--- src/rtl/keypad_press_classifier_assert.svh ---
// Assertion macros shared by the keypad press classifier modules.
`ifndef KEYPAD_PRESS_CLASSIFIER_ASSERT_SVH
`define KEYPAD_PRESS_CLASSIFIER_ASSERT_SVH

// Same-cycle implication, sampled on clk, disabled while rst_n is low.
`define KPC_ASSERT_IMP(lbl, ante, cons, msg) \
    lbl: assert property (@(posedge clk) disable iff (!rst_n) (ante) |-> (cons)) \
        else $error(msg);

// Next-cycle implication, sampled on clk, disabled while rst_n is low.
`define KPC_ASSERT_NXT(lbl, ante, cons, msg) \
    lbl: assert property (@(posedge clk) disable iff (!rst_n) (ante) |=> (cons)) \
        else $error(msg);

`endif

--- src/rtl/kpc_pkg.sv ---
// Shared types and constants for the keypad press classifier.
package kpc_pkg;

    // Field widths
    localparam int KEY_W      = 4;
    localparam int TIME_W     = 32;
    localparam int CFG_W      = 16;
    localparam int KEY_EXT_W  = 6;   // holds any key count up to 32
    localparam int IN_TDATA_W = 40;  // 37 bits of fields, padded to bytes
    localparam int OUT_TDATA_W = 40; // 36 bits of fields, padded to bytes
    localparam int OUT_TUSER_W = 2;

    // Default keypad layout
    localparam int NUM_KEYS_DEF = 10;
    localparam int STAR_KEY_DEF = 8;

    // Result queue depth, a power of two
    localparam int QUEUE_DEPTH = 4;

    // Configuration register indexes
    localparam int REG_IDX_W = 1;
    localparam logic [REG_IDX_W-1:0] REG_MIN_SHORT = 1'd0;
    localparam logic [REG_IDX_W-1:0] REG_MIN_LONG  = 1'd1;

    // Configuration reset values
    localparam logic [CFG_W-1:0] MIN_SHORT_RST = 16'd50;
    localparam logic [CFG_W-1:0] MIN_LONG_RST  = 16'd800;

    typedef enum logic [1:0] {
        KIND_SHORT = 2'd0,
        KIND_LONG  = 2'd1,
        KIND_STAR  = 2'd2
    } kind_t;

    typedef struct packed {
        logic [KEY_W-1:0]  key;
        kind_t             kind;
        logic [TIME_W-1:0] held;
    } event_t;

endpackage

--- src/rtl/kpc_front.sv ---
// Front end: per-key state update and release classification.
module kpc_front #(
    parameter int NUM_KEYS = kpc_pkg::NUM_KEYS_DEF,
    parameter int STAR_KEY = kpc_pkg::STAR_KEY_DEF
) (
    input  logic                           clk,
    input  logic                           rst_n,
    input  logic                           in_valid,
    input  logic [kpc_pkg::KEY_W-1:0]      key_index,
    input  logic                           key_level,
    input  logic [kpc_pkg::TIME_W-1:0]     now_ms,
    input  logic                           cfg_wr_en,
    input  logic [kpc_pkg::REG_IDX_W-1:0]  cfg_index,
    input  logic [kpc_pkg::CFG_W-1:0]      cfg_data,
    output logic                           res_valid,
    output kpc_pkg::event_t                res
);

    localparam int  IDX_W    = (NUM_KEYS > 1) ? $clog2(NUM_KEYS) : 1;
    localparam bit  HAS_STAR = (STAR_KEY < NUM_KEYS);
    localparam int  STAR_IDX = HAS_STAR ? STAR_KEY : 0;

    logic [NUM_KEYS-1:0]               key_down_reg;
    logic [NUM_KEYS-1:0]               key_down_next;
    logic                              star_used_reg;
    logic                              star_used_next;
    logic [kpc_pkg::TIME_W-1:0]        press_start_reg [NUM_KEYS];
    logic [kpc_pkg::CFG_W-1:0]         min_short_reg;
    logic [kpc_pkg::CFG_W-1:0]         min_long_reg;

    logic [kpc_pkg::KEY_EXT_W-1:0]     key_ext;
    logic [IDX_W-1:0]                  idx;
    logic                              in_range;
    logic                              is_star;
    logic                              star_down;
    logic                              change;
    logic                              suppress;
    logic                              bounce;
    logic                              star_combo;
    logic [kpc_pkg::TIME_W-1:0]        held;
    kpc_pkg::kind_t                    kind;

    // Decode the key and look up its state
    always_comb
    begin
        key_ext    = kpc_pkg::KEY_EXT_W'(key_index);
        in_range   = key_ext < kpc_pkg::KEY_EXT_W'(NUM_KEYS);
        idx        = key_ext[IDX_W-1:0];
        is_star    = HAS_STAR && (key_ext == kpc_pkg::KEY_EXT_W'(STAR_KEY));
        star_down  = HAS_STAR && key_down_reg[STAR_IDX];
        change     = in_valid && in_range && (key_down_reg[idx] != key_level);
        suppress   = is_star && star_used_reg;
        held       = now_ms - press_start_reg[idx];
        bounce     = held < kpc_pkg::TIME_W'(min_short_reg);
        star_combo = star_down && !is_star;
    end

    // Classify the release
    always_comb
    begin
        if (star_combo)
        begin
            kind = kpc_pkg::KIND_STAR;
        end
        else if (held > kpc_pkg::TIME_W'(min_long_reg))
        begin
            kind = kpc_pkg::KIND_LONG;
        end
        else
        begin
            kind = kpc_pkg::KIND_SHORT;
        end
        res_valid = change && !key_level && !suppress && !bounce;
        res.key   = key_index;
        res.kind  = kind;
        res.held  = held;
    end

    // Next key-down flags and modifier flag
    always_comb
    begin
        key_down_next  = key_down_reg;
        star_used_next = star_used_reg;
        if (change)
        begin
            key_down_next[idx] = key_level;
        end
        if (change && !key_level && suppress)
        begin
            star_used_next = 1'b0;
        end
        else if (res_valid && star_combo)
        begin
            star_used_next = 1'b1;
        end
    end

    // Hold control state and configuration
    always_ff @(posedge clk or negedge rst_n)
    begin
        if (!rst_n)
        begin
            key_down_reg  <= '0;
            star_used_reg <= 1'b0;
            min_short_reg <= kpc_pkg::MIN_SHORT_RST;
            min_long_reg  <= kpc_pkg::MIN_LONG_RST;
        end
        else
        begin
            key_down_reg  <= key_down_next;
            star_used_reg <= star_used_next;
            if (cfg_wr_en)
            begin
                case (cfg_index)
                    kpc_pkg::REG_MIN_SHORT: min_short_reg <= cfg_data;
                    kpc_pkg::REG_MIN_LONG:  min_long_reg  <= cfg_data;
                    default: ;
                endcase
            end
        end
    end

    // Record the press start time
    always_ff @(posedge clk)
    begin
        if (change && key_level)
        begin
            press_start_reg[idx] <= now_ms;
        end
    end

`include "keypad_press_classifier_assert.svh"

    `KPC_ASSERT_NXT(a_star_sets_flag, res_valid && (res.kind == kpc_pkg::KIND_STAR), star_used_reg, "star combination did not mark star as used")
    `KPC_ASSERT_IMP(a_press_silent, in_valid && key_level, !res_valid, "press produced a result")
    `KPC_ASSERT_IMP(a_bad_key_silent, in_valid && !in_range, !res_valid, "bad key gave a result")

endmodule

--- src/rtl/kpc_queue.sv ---
// Back end: result queue that drives the output stream.
module kpc_queue (
    input  logic             clk,
    input  logic             rst_n,
    input  logic             push,
    input  kpc_pkg::event_t  push_data,
    output logic             full,
    output logic             out_valid,
    input  logic             out_ready,
    output kpc_pkg::event_t  out_data
);

    localparam int DEPTH = kpc_pkg::QUEUE_DEPTH;
    localparam int PTR_W = $clog2(DEPTH);
    localparam int CNT_W = PTR_W + 1;

    kpc_pkg::event_t   entry_reg [DEPTH];
    logic [PTR_W-1:0]  wr_ptr_reg;
    logic [PTR_W-1:0]  wr_ptr_next;
    logic [PTR_W-1:0]  rd_ptr_reg;
    logic [PTR_W-1:0]  rd_ptr_next;
    logic [CNT_W-1:0]  count_reg;
    logic [CNT_W-1:0]  count_next;
    logic              pop;

    // Flags and head entry
    always_comb
    begin
        full      = (count_reg == CNT_W'(DEPTH));
        out_valid = (count_reg != '0);
        out_data  = entry_reg[rd_ptr_reg];
        pop       = out_valid && out_ready;
    end

    // Advance pointers and count
    always_comb
    begin
        wr_ptr_next = wr_ptr_reg;
        rd_ptr_next = rd_ptr_reg;
        count_next  = count_reg;
        if (push)
        begin
            wr_ptr_next = wr_ptr_reg + PTR_W'(1);
        end
        if (pop)
        begin
            rd_ptr_next = rd_ptr_reg + PTR_W'(1);
        end
        case ({push, pop})
            2'b10:   count_next = count_reg + CNT_W'(1);
            2'b01:   count_next = count_reg - CNT_W'(1);
            default: count_next = count_reg;
        endcase
    end

    // Hold pointers and count
    always_ff @(posedge clk or negedge rst_n)
    begin
        if (!rst_n)
        begin
            wr_ptr_reg <= '0;
            rd_ptr_reg <= '0;
            count_reg  <= '0;
        end
        else
        begin
            wr_ptr_reg <= wr_ptr_next;
            rd_ptr_reg <= rd_ptr_next;
            count_reg  <= count_next;
        end
    end

    // Store a new result
    always_ff @(posedge clk)
    begin
        if (push)
        begin
            entry_reg[wr_ptr_reg] <= push_data;
        end
    end

`include "keypad_press_classifier_assert.svh"

    `KPC_ASSERT_IMP(a_no_overflow, push, count_reg != CNT_W'(DEPTH), "push into a full result queue")
    `KPC_ASSERT_IMP(a_count_bound, 1'b1, count_reg <= CNT_W'(DEPTH), "result queue count out of range")
    `KPC_ASSERT_NXT(a_pop_drains, pop && !push, count_reg == $past(count_reg) - CNT_W'(1), "pop did not drain the queue")

endmodule

--- src/rtl/keypad_press_classifier.sv ---
// Each result is stored in the result queue when its input request is taken and is offered behind older results.
// Throughput: one input request per cycle; input stalls only when the 4-entry
// result queue between the classifier and the output is full.
// Per-key state updates by a read-modify-write at acceptance.
// Reset (async, active low) releases all keys, clears the star modifier flag and
// the queue, and loads 50 ms / 800 ms thresholds; press start times are not cleared.
module keypad_press_classifier #(
    parameter int NUM_KEYS = kpc_pkg::NUM_KEYS_DEF,
    parameter int STAR_KEY = kpc_pkg::STAR_KEY_DEF
) (
    input  logic                               clk,
    input  logic                               rst_n,
    input  logic                               s_axis_tvalid,
    output logic                               s_axis_tready,
    // key_index[3:0], key_level[4], now_ms[36:5], zero pad
    input  logic [kpc_pkg::IN_TDATA_W-1:0]     s_axis_tdata,
    output logic                               m_axis_tvalid,
    input  logic                               m_axis_tready,
    // event_key[3:0], held_ms[35:4], zero pad
    output logic [kpc_pkg::OUT_TDATA_W-1:0]    m_axis_tdata,
    // event_kind[1:0]
    output logic [kpc_pkg::OUT_TUSER_W-1:0]    m_axis_tuser,
    input  logic                               cfg_wr_en,
    input  logic [kpc_pkg::REG_IDX_W-1:0]      cfg_index,
    input  logic [kpc_pkg::CFG_W-1:0]          cfg_data
);

    logic             queue_full;
    logic             in_accept;
    logic             res_valid;
    kpc_pkg::event_t  res;
    kpc_pkg::event_t  out_event;

    // Take a request whenever the queue has room
    assign s_axis_tready = !queue_full;
    assign in_accept     = s_axis_tvalid && !queue_full;

    kpc_front #(
        .NUM_KEYS (NUM_KEYS),
        .STAR_KEY (STAR_KEY)
    ) u_front (
        .clk       (clk),
        .rst_n     (rst_n),
        .in_valid  (in_accept),
        .key_index (s_axis_tdata[3:0]),
        .key_level (s_axis_tdata[4]),
        .now_ms    (s_axis_tdata[36:5]),
        .cfg_wr_en (cfg_wr_en),
        .cfg_index (cfg_index),
        .cfg_data  (cfg_data),
        .res_valid (res_valid),
        .res       (res)
    );

    kpc_queue u_queue (
        .clk       (clk),
        .rst_n     (rst_n),
        .push      (res_valid),
        .push_data (res),
        .full      (queue_full),
        .out_valid (m_axis_tvalid),
        .out_ready (m_axis_tready),
        .out_data  (out_event)
    );

    // Pack the output stream
    assign m_axis_tdata = {4'b0000, out_event.held, out_event.key};
    assign m_axis_tuser = kpc_pkg::OUT_TUSER_W'(out_event.kind);

endmodule

--- config.mk ---
export PLATFORM = sky130hd
export DESIGN_NAME = keypad_press_classifier
export DESIGN_NICKNAME = d
export VERILOG_FILES = /design/src/rtl/kpc_pkg.sv /design/src/rtl/kpc_front.sv /design/src/rtl/kpc_queue.sv /design/src/rtl/keypad_press_classifier.sv
export VERILOG_INCLUDE_DIRS = /design/src /design/src/rtl
export SDC_FILE = /design/constraint.sdc
export NUM_CORES = 1
export LEC_CHECK = 0
export BUFFER_PORTS_ARGS = -buffer_cell sky130_fd_sc_hd__buf_4
export CORE_MARGIN = 2
export CORE_UTILIZATION = 61
export CTS_BUF_LIST = sky130_fd_sc_hd__clkbuf_8 sky130_fd_sc_hd__clkbuf_16
export CTS_CLUSTER_DIAMETER = 80
export DETAILED_ROUTE_END_ITERATION = 6
export GPL_ROUTABILITY_DRIVEN = 0
export PLACE_DENSITY = 0.79
export SYNTH_ARGS = -nofsm -noshare
export SYNTH_HDL_FRONTEND = slang
export SYNTH_SLANG_ARGS = --single-unit
--- constraint.sdc ---
create_clock -name clk -period 7.31 [get_ports clk]
set_clock_uncertainty 0.1 [all_clocks]
set_input_delay 0.3655 -clock clk [delete_from_list [all_inputs] [get_ports clk]]
set_output_delay 0.3655 -clock clk [all_outputs]
set_load 0.01 [all_outputs]
==> results of run 1 <==
[worst max-delay path: cells and delay by family (launching register included)]
family	cells	cell delay, ns
DFF	1	0.37
adders and majority gates	5	1.44
xor gates and xnor gates	3	0.96
AOI/OAI and AO/OA	11	2.26
muxes	1	0.45
and+or+nand+nor	2	0.27
buffers and inverters	3	0.27
[layout by cell type, fill, tap and decap left out, types with 11 or more instances in the layout]
| cell | count |
|---|---|
| ha_1 | 67 |
| inv_1 | 56 |
| a21o_1 | 17 |
| mux4_2 | 104 |
| nor3_1 | 14 |
| xnor2_1 | 15 |
| clkbuf_16 | 53 |
| a21oi_1 | 41 |
| dlygate4sd3_1 | 49 |
| nand2b_1 | 12 |
| o21ai_0 | 86 |
| mux2_2 | 47 |
| dfrtp_1 | 43 |
| buf_4 | 128 |
| mux2i_1 | 34 |
| clkinv_1 | 11 |
| nor2_1 | 30 |
| nand4_1 | 16 |
| nand2_1 | 89 |
| xor2_1 | 17 |
| edfxtp_1 | 472 |
[area by class of cell]
| cell class | instances | area, sq um | area share |
|---|---|---|---|
| Tap cell | 468 | 586 | 0.0223 |
| Timing Repair Buffer | 179 | 1480 | 0.0564 |
| Multi-Input combinational cell | 714 | 6810 | 0.259 |
| Clock inverter | 41 | 430 | 0.0164 |
| Clock buffer | 55 | 1350 | 0.0515 |
| Sequential cell | 522 | 15400 | 0.587 |
| Inverter | 48 | 180 | 0.00686 |
[repair_timing]
| action | 4_1_cts | 5_1_grt |
|---|---|---|
| resized for setup | 0 | 0 |
| hold buffers | 49 | 0 |
| endpoints found under the hold margin | 396 | 0 |
[where the power goes]
group	internal [mW]	total [mW]	switching [mW]
Clock	1.65	2.75	1.10
Sequential	3.39	3.43	0.0389
Combinational	0.658	1.45	0.792
Total	5.70	7.63	1.93
[routing by layer]
layer	wire, microns	up-vias	part of all wire
met2	23300	494	0.48
met3	3410	99	0.071
li1	-	5627	-
met4	1280	0	0.026
met1	20200	6503	0.42
met5	0	-	0
[stage by stage]
| step | worst slack [ns] | instance area, sq um | hold slack, ns |
|---|---|---|---|
| after floorplan | 0.954 | 22600 | -0.0301 |
| after global placement | 0.814 | 24000 | 0.336 |
| after detailed placement | 0.670 | 24000 | 0.348 |
| after CTS | 1.17 | 26300 | 0.0347 |
| after global routing | 0.759 | 26300 | 0.0480 |
| final | 1.10 | 26300 | 0.0606 |
[cell families after synthesis]
logic type,Yosys count,synth area share
AO/OA/AOI/OAI,199,0.0549
XOR/XNOR,32,0.0124
adder cells (fa/ha/maj),69,0.0389
buffers and inverters,113,0.0196
flip-flops,522,0.683
multiplexers,186,0.143
other,1,0.000166
AND/OR/NAND/NOR,224,0.0482
[final timing paths]
path	startpoint	cells after the start	end	slack, ns
setup reg to reg	u_front.press_start_reg[2][0]	25	u_queue.count_reg[2]	1.10
setup / recovery	u_front.press_start_reg[2][0]	25	u_queue.count_reg[2]	1.10
hold reg to reg	u_front.key_down_reg[2]	1	u_front.key_down_reg[2]	0.40
hold / removal	m_axis_tready	3	u_queue.rd_ptr_reg[0]	0.06
max in group asynchronous	rst_n	2	u_queue.rd_ptr_reg[0]	6.36
min in group asynchronous	rst_n	2	u_front.min_long_reg[1]	0.23
==> results.cfg, run 1 <==
[layout]
finish.utilization = 0.719
stdcell_count = 2027
area_delta_synth_final_pct = 16.3
n_fill_cell = 2198
largest_reg_flops = 320
final_nets = 1648
drive_above_1_share = 0.250
diodes = 0

[route]
drt_iter0_markers = 1343
wl_per_cell_microns = 23.8
vias = 12700
vias_per_cell = 6.28
antenna_left = 0
wl_mm = 48.2
drt-pass1-iter-count = 7
drc = 0

[clock_tree]
root_buffer = clkbuf_16
cts_buffers = 52
post_cts_buffers = 0
cts_tree = yes
insertion_delay_ns = 0.60
clk_pin_slew_worst_paths_ns = 0.06
clock_path_buffers = 3
htreeDepth = 2
numClockSinks = 522

[min_path]
hold_path.class = primary input to flop

[floorplan]
die_area_sq_um = 38600
rows = 70
dieWidth_microns = 196
start_util = 0.619
ios = 106
die_h_microns = 196
coreArea_sq_um = 36500

[worst_setup_path]
cp_data_arrival_time_ns = 6.62
max_stage_delay_ns = 0.63
cp-start-kind = flop
crit_type = flop to flop
worstPathRequired_ns = 7.72
cp_max_fo = 8
cp-end-kind = flop
slowest_stage = xnor2_1

[synthesis]
netlist_area_sq_um = 22600
yosys.cell_types.count = 67
synth_edf_count = 472
ys_seq_elements = 522
synth_top_flop_cell = edfxtp_1
synthDominantCellAreaShare = 0.627
yosysWarnings = 0
synth-async-reset-ratio = 0.0958
synth_top_area_cell = edfxtp_1
post-synth-top-count-cell = edfxtp_1
synth.area.top_cells = edfxtp_1, mux4_2, dfrtp_1
syn_avg_cell_area_sq_um = 16.8
ys_seq_area_frac = 0.683
synthCells = 1346
synth_common_cells = edfxtp_1, mux4_2, nand2_1, o21ai_0, ha_1

[sta]
setup_tns_ns = 0
relSlewSlack = 0.223
min_period_over_period = 0.850
drv_slew = 0
period_needed_ns = 6.21
fmax_mhz = 161
setup_viol = 0
hold_violations = 0
rsz0062_at_grt = no
worst_pin_slew_ns = 1.16

[power]
total_power_mw = 7.63
max-vdd-ir-drop_v = 0.000194
p_per_area_nw_per_um2 = 291
p_leak_nw = 9.38

[grt]
gr-usage-met3 = 0.0414
grt_max_degree = 78
busiest_layer = met2
grt_pass1_vias = 12800
antenna_found_initial = 0
grt_pass1_wl_mm = 74.3
use_met1 = 0.369
overflow = 0
met2_usage = 0.408
grt_usage = 0.257

[place]
place_hpwl_mm = 29.1
placement.io_buffers = 98
placedCellCount = 1882

[outcome]
status = complete, no violations

[flow_run]
drv_cap = 0
Note: power is estimated with default switching activity, not from simulation.
==> inputs of run 2 (changes only) <==
--- a/config.mk
+++ b/config.mk
@@ -8,12 +8,12 @@
 export LEC_CHECK = 0
 export BUFFER_PORTS_ARGS = -buffer_cell sky130_fd_sc_hd__buf_4
 export CORE_MARGIN = 2
-export CORE_UTILIZATION = 61
+export CORE_UTILIZATION = 55
 export CTS_BUF_LIST = sky130_fd_sc_hd__clkbuf_8 sky130_fd_sc_hd__clkbuf_16
 export CTS_CLUSTER_DIAMETER = 80
 export DETAILED_ROUTE_END_ITERATION = 6
 export GPL_ROUTABILITY_DRIVEN = 0
-export PLACE_DENSITY = 0.79
+export PLACE_DENSITY = 0.75
 export SYNTH_ARGS = -nofsm -noshare
 export SYNTH_HDL_FRONTEND = slang
 export SYNTH_SLANG_ARGS = --single-unit
==> constraint.sdc (replaced) <==
create_clock -name clk -period 5.1 [get_ports clk]
set_clock_uncertainty 0.1 [all_clocks]
set_input_delay 0.255 -clock clk [delete_from_list [all_inputs] [get_ports clk]]
set_output_delay 0.255 -clock clk [all_outputs]
set_load 0.01 [all_outputs]
==> run 2 against run 1 <==
The flow now finishes with violations (setup timing). Sequential power grew 44%. Worst hold slack improved by 0.013 ns. Core utilization decreased by 3.5 points. Cell count increased by 11%. Non-clock buffer count up 174. Power is 43% higher. Worst setup slack got worse by 1.1 ns. Combinational power up 62%.
==> results.cfg, run 2 (synthesized netlist as in run 1, its figures left out) <==
[floorplan]
die_h_microns = 207
die_area_sq_um = 42700
coreArea_sq_um = 40600
rows = 74
dieWidth_microns = 207
start_util = 0.556
ios = 106

[layout]
final_common_cell = edfxtp_1
n_fill_cell = 2590
final_nets = 1819
multiInputGateArea_sq_um = 6980
finish.utilization = 0.684
seqCellArea_sq_um = 15400
largest_reg_flops = 320
layout_common_cells = edfxtp_1, buf_4, mux4_2
drive_above_1_share = 0.342
area_delta_synth_final_pct = 23.1
final_cell_area_sq_um = 27800

[route]
antenna_left = 0
wl_mm = 50.9
drc = 0
drt_iter0_markers = 1307
wl_per_cell_microns = 22.5
vias = 13200
drt-pass1-iter-count = 5
vias_per_cell = 5.86

[power]
seqPwrFrac = 0.453
total_power_mw = 10.9
p_switching_mw = 2.76
p_int_mw = 8.16
max-vdd-ir-drop_v = 0.000229
clockPowerShare = 0.332
comb_power_share = 0.215
p_leak_nw = 10.2
p_per_area_nw_per_um2 = 393
switching_share = 0.253

[place]
place_hpwl_mm = 31.9
placed_cell_area_sq_um = 25600
dp_slack_ns = -0.746
placement.io_buffers = 98

[flow_run]
drv_cap = 0

[min_path]
min_delay_path_depth = 5
min_to = u_front.star_used_reg
hold_path.class = primary input to flop
min_from = s_axis_tvalid

[grt]
grt_pass1_wl_mm = 77.3
grt_max_degree = 51
overflow = 0
grt_pass1_vias = 13400
antenna_found_initial = 2
grt_usage = 0.245

[sta]
setup_viol = 1
layout_setup_ws_ns = -0.0303
period_needed_ns = 5.13
min_period_over_period = 1.01
rsz0062_at_grt = yes
relSlewSlack = 0.221
drv_slew = 0
hold_violations = 0
worst_pin_slew_ns = 1.16
fmax_mhz = 195

[worst_setup_path]
cp-end-kind = flop
crit_type = flop to flop
cp_max_fo = 4
rr_startpoint = u_front.press_start_reg[3][4]
cp_data_arrival_time_ns = 5.54
reg2reg_slack_ns = -0.03
rr_worst_depth = 20
r2r-end = u_queue.count_reg[2]
worstPathRequired_ns = 5.51
cp-start-kind = flop

[clock_tree]
insertion_delay_ns = 0.58
numClockSinks = 522
cts_tree = yes
root_buffer = clkbuf_16
htreeDepth = 2
cts_buffers = 49
clock_path_buffers = 3
clk_pin_slew_worst_paths_ns = 0.06

[outcome]
violations = setup timing
status = complete, but fails checks
## run 2: how the worst max path moves through the flow
| stage | start | to |
|---|---|---|
| 2_1_floorplan | s_axis_tdata[0] | u_queue.count_reg[2] |
| 3_3_place_gp | s_axis_tdata[0] | u_queue.count_reg[2] |
| 3_5_place_dp | s_axis_tdata[0] | u_queue.count_reg[2] |
| 4_1_cts | u_front.press_start_reg[7][4] | u_queue.count_reg[2] |
| 5_1_grt | u_front.press_start_reg[0][0] | u_queue.count_reg[2] |
| 6_report | u_front.press_start_reg[3][4] | u_queue.count_reg[2] |
## run 2: what timing repair did
action / 4_1_cts / 5_1_grt
hold buffers: 51 / 0
setup buffers: 2 / 1
endpoints found under the hold margin: 398 / 0
pin swaps: 6 / 8
cloned: 0 / 0
endpoints found under the setup margin: 2 / 158
resized for setup: 7 / 25
## run 2: final cells by class
| class | instances | share of cell area |
|---|---|---|
| Antenna cell | 2 | 0.000180 |
| Clock buffer | 50 | 0.0446 |
| Clock inverter | 37 | 0.0127 |
| Inverter | 48 | 0.00648 |
| Multi-Input combinational cell | 714 | 0.251 |
| Sequential cell | 522 | 0.555 |
| Tap cell | 532 | 0.0239 |
| Timing Repair Buffer | 353 | 0.106 |
## run 2: critical path: stages (launching register included)
cell      delay, ns
edfxtp_1       0.37
mux4_2         0.48
mux2_4         0.29
o21ai_2        0.11
ha_1           0.28
a21o_1         0.22
a221oi_4       0.43
o21ai_2        0.10
o31a_1         0.29
or3_4          0.34
a222oi_1       0.33
and4_1         0.26
nor4b_4        0.31
a31oi_4        0.14
inv_2          0.09
ha_4           0.13
inv_2          0.03
fa_2           0.32
xor2_1         0.14
nor2_1         0.11
xor2_1         0.16
## run 2: through the flow
step	cells	TNS [ns]	hold WS [ns]
after floorplan	1349	-0.0286	-0.141
after global placement	2115	-58.33	0.235
after detailed placement	2115	-74.26	0.243
after CTS	2255	-0.0787	0.0492
after global routing	2257	-0.309	0.0992
final	2258	-0.0303	0.0739
## run 2: power groups by stage
stage / sequential, mW / combinational (mW) / clock [mW]
floorplan: 4.99 / 1.32 / 0
global placement: 5.03 / 2.21 / 0
detailed placement: 5.04 / 2.26 / 0
CTS: 4.96 / 2.33 / 3.68
global route: 4.97 / 2.57 / 3.85
finish: 4.95 / 2.35 / 3.62
## run 2: per-layer routing
layer | part of all wire | vias to the layer above | global-route usage
met1 | 0.43 | 6675 | 0.344
met3 | 0.066 | 88 | 0.0418
met2 | 0.48 | 502 | 0.399
met5 | 0 | - | 0
li1 | - | 5967 | -
met4 | 0.026 | 0 | 0.0694
